**config.mk**
```make
export PLATFORM = sky130hd
export DESIGN_NAME = mlmt_front
export DESIGN_NICKNAME = d
export VERILOG_FILES = /design/src/rtl/mlmt_pkg.sv /design/src/rtl/mlmt_front.sv
export SDC_FILE = /design/constraint.sdc
export NUM_CORES = 1
export LEC_CHECK = 0
export BUFFER_PORTS_ARGS = -buffer_cell sky130_fd_sc_hd__clkbuf_2
export CAP_MARGIN = 20
export CORE_MARGIN = 3
export CORE_UTILIZATION = 35
export CTS_CLUSTER_SIZE = 24
export DETAILED_ROUTE_END_ITERATION = 10
export GPL_TIMING_DRIVEN = 0
export MAX_ROUTING_LAYER = met4
export SYNTH_ARGS = -nofsm -noshare
export SYNTH_HDL_FRONTEND = slang
export SYNTH_SLANG_ARGS = --single-unit
```
**constraint.sdc**
```tcl
create_clock -name clock -period 4.15 [get_ports clock]
set_input_delay 0.6225 -clock clock [delete_from_list [all_inputs] [get_ports clock]]
set_output_delay 0.6225 -clock clock [all_outputs]
set_load 0.01 [all_outputs]
```
**src/rtl/mlmt_pkg.sv**
```systemverilog
// types, constants and codes of the modulator list merge table
package mlmt_pkg;

   localparam int CAPACITY      = 64;
   localparam int IDX_W         = (CAPACITY > 1) ? $clog2(CAPACITY) : 1;
   localparam int CNT_W         = $clog2(CAPACITY + 1);
   localparam int FIELD_W       = 16;
   localparam int KEY_W         = 4 * FIELD_W;
   localparam int CMD_W         = 2;
   localparam int READ_INDEX_W  = 6;
   localparam int STATUS_W      = 3;
   localparam int INDEX_OUT_W   = 6;
   localparam int COUNT_OUT_W   = 7;

   // fill count of a full table
   localparam logic [CNT_W-1:0] CAP_COUNT = CNT_W'(CAPACITY);

   // depth of the job queue between front and back
   localparam int JOB_DEPTH     = 2;
   localparam int JOB_PTR_W     = (JOB_DEPTH > 1) ? $clog2(JOB_DEPTH) : 1;
   localparam int JOB_CNT_W     = $clog2(JOB_DEPTH + 1);

   // command codes of the input beat
   localparam logic [CMD_W-1:0] CMD_KEEP  = 2'd0;
   localparam logic [CMD_W-1:0] CMD_ADD   = 2'd1;
   localparam logic [CMD_W-1:0] CMD_READ  = 2'd2;
   localparam logic [CMD_W-1:0] CMD_CLEAR = 2'd3;

   typedef enum logic [STATUS_W-1:0] {
      STS_APPENDED   = 3'd0,
      STS_DUPLICATE  = 3'd1,
      STS_ADDED      = 3'd2,
      STS_FULL       = 3'd3,
      STS_READ_OK    = 3'd4,
      STS_READ_RANGE = 3'd5,
      STS_CLEARED    = 3'd6
   } status_type;

   typedef enum logic [1:0] {
      OP_KEEP,
      OP_ADD,
      OP_READ,
      OP_CLEAR
   } op_type;

   typedef struct packed {
      logic [CMD_W-1:0]        command;
      logic [FIELD_W-1:0]      source_operator;
      logic [FIELD_W-1:0]      destination;
      logic signed [FIELD_W-1:0] amount;
      logic [FIELD_W-1:0]      amount_source_operator;
      logic [FIELD_W-1:0]      transform;
      logic [READ_INDEX_W-1:0] read_index;
   } req_type;

   typedef struct packed {
      logic [STATUS_W-1:0]     status;
      logic [INDEX_OUT_W-1:0]  entry_index;
      logic [COUNT_OUT_W-1:0]  entry_count;
      logic [FIELD_W-1:0]      out_source_operator;
      logic [FIELD_W-1:0]      out_destination;
      logic signed [FIELD_W-1:0] out_amount;
      logic [FIELD_W-1:0]      out_amount_source_operator;
      logic [FIELD_W-1:0]      out_transform;
      logic                    sum_overflow;
   } rsp_type;

   // classified item handed from front to back
   typedef struct packed {
      op_type                  op;
      logic [KEY_W-1:0]        key;
      logic signed [FIELD_W-1:0] amount;
      logic [READ_INDEX_W-1:0] read_index;
   } job_type;

   // handshake between front queue and back engine
   typedef struct packed {
      logic valid;
   } job_stat_type;

   typedef struct packed {
      logic pop;
   } job_ctrl_type;

endpackage

```
**src/rtl/mlmt_front.sv**
```systemverilog
// front end: accepts request beats, classifies them, holds them in a two-deep queue
module mlmt_front (
   input  logic                  clock,
   input  logic                  reset,
   input  logic                  req_push,
   output logic                  req_full,
   input  mlmt_pkg::req_type     req_data,
   output mlmt_pkg::job_type     job_head,
   output mlmt_pkg::job_stat_type job_stat,
   input  mlmt_pkg::job_ctrl_type job_ctrl
);
   import mlmt_pkg::*;

   job_type              slot_ff [JOB_DEPTH];
   logic [JOB_PTR_W-1:0] wr_ptr_ff, wr_ptr_in;
   logic [JOB_PTR_W-1:0] rd_ptr_ff, rd_ptr_in;
   logic [JOB_CNT_W-1:0] count_ff, count_in;
   job_type              job_new;
   logic                 push_ok;
   logic                 pop_ok;

   // classify the command and pack the match key
   always_comb begin
      job_new.key        = {req_data.source_operator, req_data.destination,
                            req_data.amount_source_operator, req_data.transform};
      job_new.amount     = req_data.amount;
      job_new.read_index = req_data.read_index;
      case (req_data.command)
         CMD_KEEP:  job_new.op = OP_KEEP;
         CMD_ADD:   job_new.op = OP_ADD;
         CMD_READ:  job_new.op = OP_READ;
         CMD_CLEAR: job_new.op = OP_CLEAR;
         default:   job_new.op = OP_KEEP;
      endcase
   end

   assign req_full       = (count_ff == JOB_CNT_W'(JOB_DEPTH));
   assign job_stat.valid = (count_ff != '0);
   assign job_head       = slot_ff[rd_ptr_ff];
   assign push_ok        = req_push && !req_full;
   assign pop_ok         = job_ctrl.pop && job_stat.valid;

   // pointers wrap at the queue depth
   always_comb begin
      wr_ptr_in = wr_ptr_ff;
      rd_ptr_in = rd_ptr_ff;
      if (push_ok) begin
         wr_ptr_in = (wr_ptr_ff == JOB_PTR_W'(JOB_DEPTH - 1)) ? '0
                                                              : JOB_PTR_W'(wr_ptr_ff + 1'b1);
      end
      if (pop_ok) begin
         rd_ptr_in = (rd_ptr_ff == JOB_PTR_W'(JOB_DEPTH - 1)) ? '0
                                                              : JOB_PTR_W'(rd_ptr_ff + 1'b1);
      end
      count_in  = count_ff + JOB_CNT_W'(push_ok) - JOB_CNT_W'(pop_ok);
   end

   always_ff @(posedge clock) begin
      if (reset) begin
         wr_ptr_ff <= '0;
         rd_ptr_ff <= '0;
         count_ff  <= '0;
      end else begin
         wr_ptr_ff <= wr_ptr_in;
         rd_ptr_ff <= rd_ptr_in;
         count_ff  <= count_in;
      end
   end

   always_ff @(posedge clock) begin
      if (push_ok) begin
         slot_ff[wr_ptr_ff] <= job_new;
      end
   end

endmodule

```
==> impl_metrics.yaml, run 1 <==
outcome:
  status: "completed"
sta:
  fin_skew_ns: 0.00983
  slew_headroom: 0.578
  setup_viol: 0
  worst_slew_pin_slew_ns: 0.633
  slew_violations: 0
  whs_ns: 0.401
  fin_crit_sh: 0.555
  rsz0062_at_grt: "false"
  timing.fmax_ghz: 0.435
  hold_viol: 0
  min_period_ns: 2.30
route:
  drc: 0
  antenna_left: 0
  via_count: 3368
  drt_wl_total_mm: 12.5
  vias_per_cell: 4.53
  wl_per_cell_um: 16.8
  dr.pass1.iters: 4
  drt-initial-drc-count: 92
synthesis:
  ys_ff_latch: 181
  synth_cell_type_count: 23
  seq_area_frac_synth: 0.808
  syn_area_um2: 6670
  ys.flop_type: "edfxtp_1"
  synth_edf_count: 176
  synth_top_area_frac: 0.792
  synth_area_leaders: "edfxtp_1, mux2_2, mux2_4"
  syn_nets: 397
  syn_area_per_cell_um2: 22.0
  synth-async-reset-ratio: 0
  synth_top_area_cell: "edfxtp_1"
  syn_inst: 303
  synth_warnings: 0
layout:
  drive_above_1_share: 0.597
  area_growth_pct: 26.5
  num-fill-cells: 1603
  final_cell_mix: "clkbuf_2, edfxtp_1, mux2_2"
  instances_no_fill: 743
  layout_commonest_cell: "clkbuf_2"
  layout.nets: 597
  antenna_cells: 0
global_routing:
  grt_max_degree: 56
  grt_overflow: 0
  antenna_found_initial: 0
  grt_pass1_vias: 3689
  grt_first_pass_wirelength_mm: 19.0
  grt_usage: 0.124
cts:
  htreeDepth: 4
  clk_latency_ns: 0.41
  numCtsBuffers: 17
  cts_resized: 0
  cts_tree: "done"
  cts.sinks: 181
  post-cts-setup-buffers: 0
  clock_path_buffers: 2
  root_buffer: "clkbuf_16"
  clk_pin_slew_worst_paths_ns: 0.07
  ctsHoldBuffers: 0
power:
  power_leakage_nw: 3.24
  ir_drop_mv: 0.289
  power.density_nw_per_um2: 623
floorplanning:
  die_area_um2: 20700
  core_area_um2: 18300
  initial_core_util: 0.364
  fp-row-count: 49
  die_w_um: 144
  ios: 182
  die_height_um: 144
critical_path:
  crit_top_cell: "buf_6"
  crit_fanout: 10
  slowest_delay_ns: 0.32
  path_cells: "buf_6, buf_6, buf_6, mux2_4, clkbuf_2"
  crit_arrival_ns: 1.68
  cp_data_required_time_ns: 3.53
  critical_path_class: "register to output pin"
  cp-start-kind: "register"
  end_kind: "output pin"
  critPathSlowestCell: "dfxtp_1"
flow_run:
  maxCapViolations: 0
placed_design:
  dp_hpwl_mm: 8.45
  place.gp.congestion: 0.688
  place_inst: 713
  port_buffers: 179
min_path:
  hold_class: "primary input to register"
per-layer routing:
layer / vias to the layer above / wire (um) / GRT usage
met4: 0 / 101 / 0.0357
met2: 108 / 6570 / 0.209
met5: - / 0 / -
li1: 1586 / - / -
met1: 1667 / 5050 / 0.145
met3: 7 / 764 / 0.0370
cells in the mapped netlist, drive strengths merged (2+ instances only):
cell / number
clkbuf: 2
edfxtp: 176
ha: 2
dfxtp: 5
buf: 10
inv: 4
nor2: 3
mux2: 88
state kept, by name, indices dropped and copies added (netlist names), named ones only:
signal,flops
slot_ff,176
count_ff,2
rd_ptr_ff,1
wr_ptr_ff,1
final timing paths:
path / from / to / slack, ns / cells past startpoint
worst max-delay path: register / job_head[64] / 1.85 / 5
worst max register to register: count_ff[0]$_SDFF_PP0_ / slot_ff[0][60]$_DFFE_PP_ / 2.11 / 5
worst min-delay path: req_data[34] / slot_ff[1][50]$_DFFE_PP_ / 0.40 / 1
worst min register to register: wr_ptr_ff$_SDFFE_PP0P_ / wr_ptr_ff$_SDFFE_PP0P_ / 0.50 / 2
metrics by stage:
step | TNS, ns | util | worst slack (ns) | area, um^2 | power, W
after floorplan | 0 | - | 0.975 | 6670 | 0.00333
after global placement | -44.00 | 0.428 | -0.344 | 7850 | 0.00387
after detailed placement | 0 | 0.432 | 1.81 | 7910 | 0.00389
after CTS | 0 | 0.460 | 1.78 | 8440 | 0.00536
after global routing | 0 | 0.460 | 1.75 | 8440 | 0.00555
final | 0 | 0.460 | 1.85 | 8440 | 0.00526
logic make-up (layout without fill, tap and decap cells):
group,count (synthesis),in the layout,share of synthesized area
mux,88,88,0.160
compound gates,3,3,0.00263
xor+xnor,2,2,0.00263
buf+inv,16,227,0.0146
fa+ha+maj,2,2,0.00375
simple gates,11,11,0.00901
flops,181,181,0.808
critical path: cells and delay by family, from the launching register on:
family,cells,cell delay (ns)
DFF,1,0.32
buffers and inverters,4,0.63
muxes,1,0.32
layout make-up:
type / instances / area (um^2) / area share
Tap cell: 229 / 287 / 0.0340
Clock buffer: 20 / 437 / 0.0518
Sequential cell: 181 / 5390 / 0.638
Timing Repair Buffer: 181 / 951 / 0.113
Buffer: 12 / 82.6 / 0.00979
Inverter: 4 / 17.5 / 0.00208
Clock inverter: 10 / 85.1 / 0.0101
Multi-Input combinational cell: 106 / 1190 / 0.141
power breakdown:
part           total (W)  internal, W  switching, W
registers        0.00239      0.00233     0.0000619
clock network    0.00145     0.000816      0.000635
logic            0.00142     0.000681      0.000735
total            0.00526      0.00382       0.00143
Power figures use the tool's default switching activity.
==> run 2, diff against run 1 <==
==> constraint.sdc (replaced) <==
create_clock -name clock -period 1.9 [get_ports clock]
set_input_delay 0.285 -clock clock [delete_from_list [all_inputs] [get_ports clock]]
set_output_delay 0.285 -clock clock [all_outputs]
set_load 0.01 [all_outputs]
==> impl_metrics.yaml, run 2 (synthesized netlist as in run 1, its figures left out) <==
global_routing:
  grt_overflow: 0
  grt_first_pass_wirelength_mm: 19.6
  grt_use_met1: 0.155
  grt_usage: 0.129
  grt_use_met2: 0.209
  grt_pass1_vias: 3705
  grt_max_degree: 53
  top_usage_layer: "met2"
  use_met3: 0.0430
  antenna_found_initial: 0
layout:
  layout.nets: 603
  reg.largest.list: "slot_ff (176), count_ff (2)"
  final_cell_mix: "edfxtp_1, clkbuf_2, mux2_2"
  largest_reg_flops: 176
  largest-register: "slot_ff"
  finish.utilization: 0.474
  layout_commonest_cell: "edfxtp_1"
  antenna_cells: 0
  area_growth_pct: 30.4
  drive_above_1_share: 0.619
critical_path:
  cp_data_required_time_ns: 1.62
  crit_fanout: 7
  critical_path_class: "register to output pin"
  end_kind: "output pin"
  crit_arrival_ns: 1.63
  cp-start-kind: "register"
sta:
  timing.fmax_ghz: 0.523
  setup_viol: 3
  fin_ws_ns: -0.0128
  min_period_ns: 1.91
  fin_crit_sh: 1.01
  fin_skew_ns: 0.00734
  slew_violations: 0
  hold_viol: 0
  worst_slew_pin_slew_ns: 0.718
  rsz0062_at_grt: "true"
  slew_headroom: 0.519
route:
  drt_wl_total_mm: 12.9
  dr.pass1.iters: 4
  antenna_left: 0
  vias_per_cell: 4.54
  wl_per_cell_um: 17.1
  drc: 0
  drt-initial-drc-count: 112
  via_count: 3407
cts:
  numCtsBuffers: 17
  htreeDepth: 4
  root_buffer: "clkbuf_16"
  clk_latency_ns: 0.41
  clk_pin_slew_worst_paths_ns: 0.07
  cts_tree: "done"
  clock_path_buffers: 2
  cts.sinks: 181
floorplanning:
  die_w_um: 144
  ios: 182
  die_height_um: 144
  initial_core_util: 0.364
  core_area_um2: 18300
  die_area_um2: 20700
  fp-row-count: 49
placed_design:
  place.gp.congestion: 0.667
  pre_cts_slack_ns: -0.380
  port_buffers: 179
  dp_hpwl_mm: 8.75
power:
  power.density_nw_per_um2: 1400
  power_leakage_nw: 3.33
  ir_drop_mv: 0.647
flow_run:
  maxCapViolations: 0
outcome:
  status: "complete, but fails checks"
  violations: "setup timing"
min_path:
  hold_class: "primary input to register"
run 2: changes by cell type in the layout (fill, tap and decap cells not counted), moves of 3 or more:
| cell | previous run | this run |
|---|---|---|
| dfxtp_1 | 5 | 2 |
| clkbuf_4 | 0 | 6 |
| clkinv_1 | 3 | 0 |
| buf_6 | 4 | 7 |
| buf_2 | 6 | 0 |
| clkbuf_2 | 179 | 171 |
| buf_4 | 0 | 4 |
| buf_12 | 0 | 6 |
run 2: final timing paths:
path                           from                        to  slack [ns]  cells after the start
max                        register              job_head[73]       -0.01                      5
min                    req_data[46]  slot_ff[0][14]$_DFFE_PP_        0.06                      1
max reg2reg  count_ff[0]$_SDFF_PP0_  slot_ff[1][69]$_DFFE_PP_        0.12                      3
min reg2reg  wr_ptr_ff$_SDFFE_PP0P_    wr_ptr_ff$_SDFFE_PP0P_        0.50                      2
run 2: worst max-delay path, cell delays in order (launching register included):
cell and delay, ns:
dfxtp_4 0.39, buf_12 0.15, buf_12 0.12, buf_12 0.13, mux2_4 0.30, buf_8 0.12
run 2: area by class of cell:
class | count | area (um^2)
fillers | 1561 | 9640
flip-flops and latches | 181 | 5390
multi-input cells | 106 | 1210
repair buffers | 187 | 1070
clock buffers | 21 | 450
well taps | 229 | 287
clock inverters | 11 | 150
plain buffers | 11 | 113
inverters | 4 | 21.3
repair inverters | 1 | 5.00
run 2: power by group:
part / leakage [nW] / switching (W) / total (W) / internal [W]
sequential: 1.69 / 0.000170 / 0.00526 / 0.00509
clock: 0.288 / 0.00145 / 0.00356 / 0.00212
combinational: 1.35 / 0.00165 / 0.00338 / 0.00173
run 2: what timing repair did:
item,in CTS,in global routing
cloned,2,0
endpoints found under the setup margin,143,120
buffers inserted,6,0
pin swaps,0,0
hold buffers,0,0
resized for setup,10,26
hold endpoints to repair,0,0
run 2: metrics by stage:
| stage | TNS, ns | power, W | instance area [um^2] | std cells | hold slack [ns] |
|---|---|---|---|---|---|
| 2_1_floorplan | -47.60 | 0.00729 | 6690 | 303 | 0.349 |
| 3_3_place_gp | -176.60 | 0.00845 | 7870 | 711 | 0.474 |
| 3_5_place_dp | -15.71 | 0.00855 | 7940 | 714 | 0.477 |
| 4_1_cts | -3.43 | 0.0124 | 8670 | 753 | 0.0365 |
| 5_1_grt | -2.79 | 0.0129 | 8690 | 751 | 0.0343 |
| 6_report | -0.0221 | 0.0122 | 8690 | 751 | 0.0612 |
run 2: layer usage:
| layer | vias up | share of wire |
|---|---|---|
| li1 | 1606 | - |
| met4 | 0 | 0.0080 |
| met1 | 1683 | 0.42 |
| met3 | 7 | 0.069 |
| met2 | 111 | 0.50 |
| met5 | - | 0 |
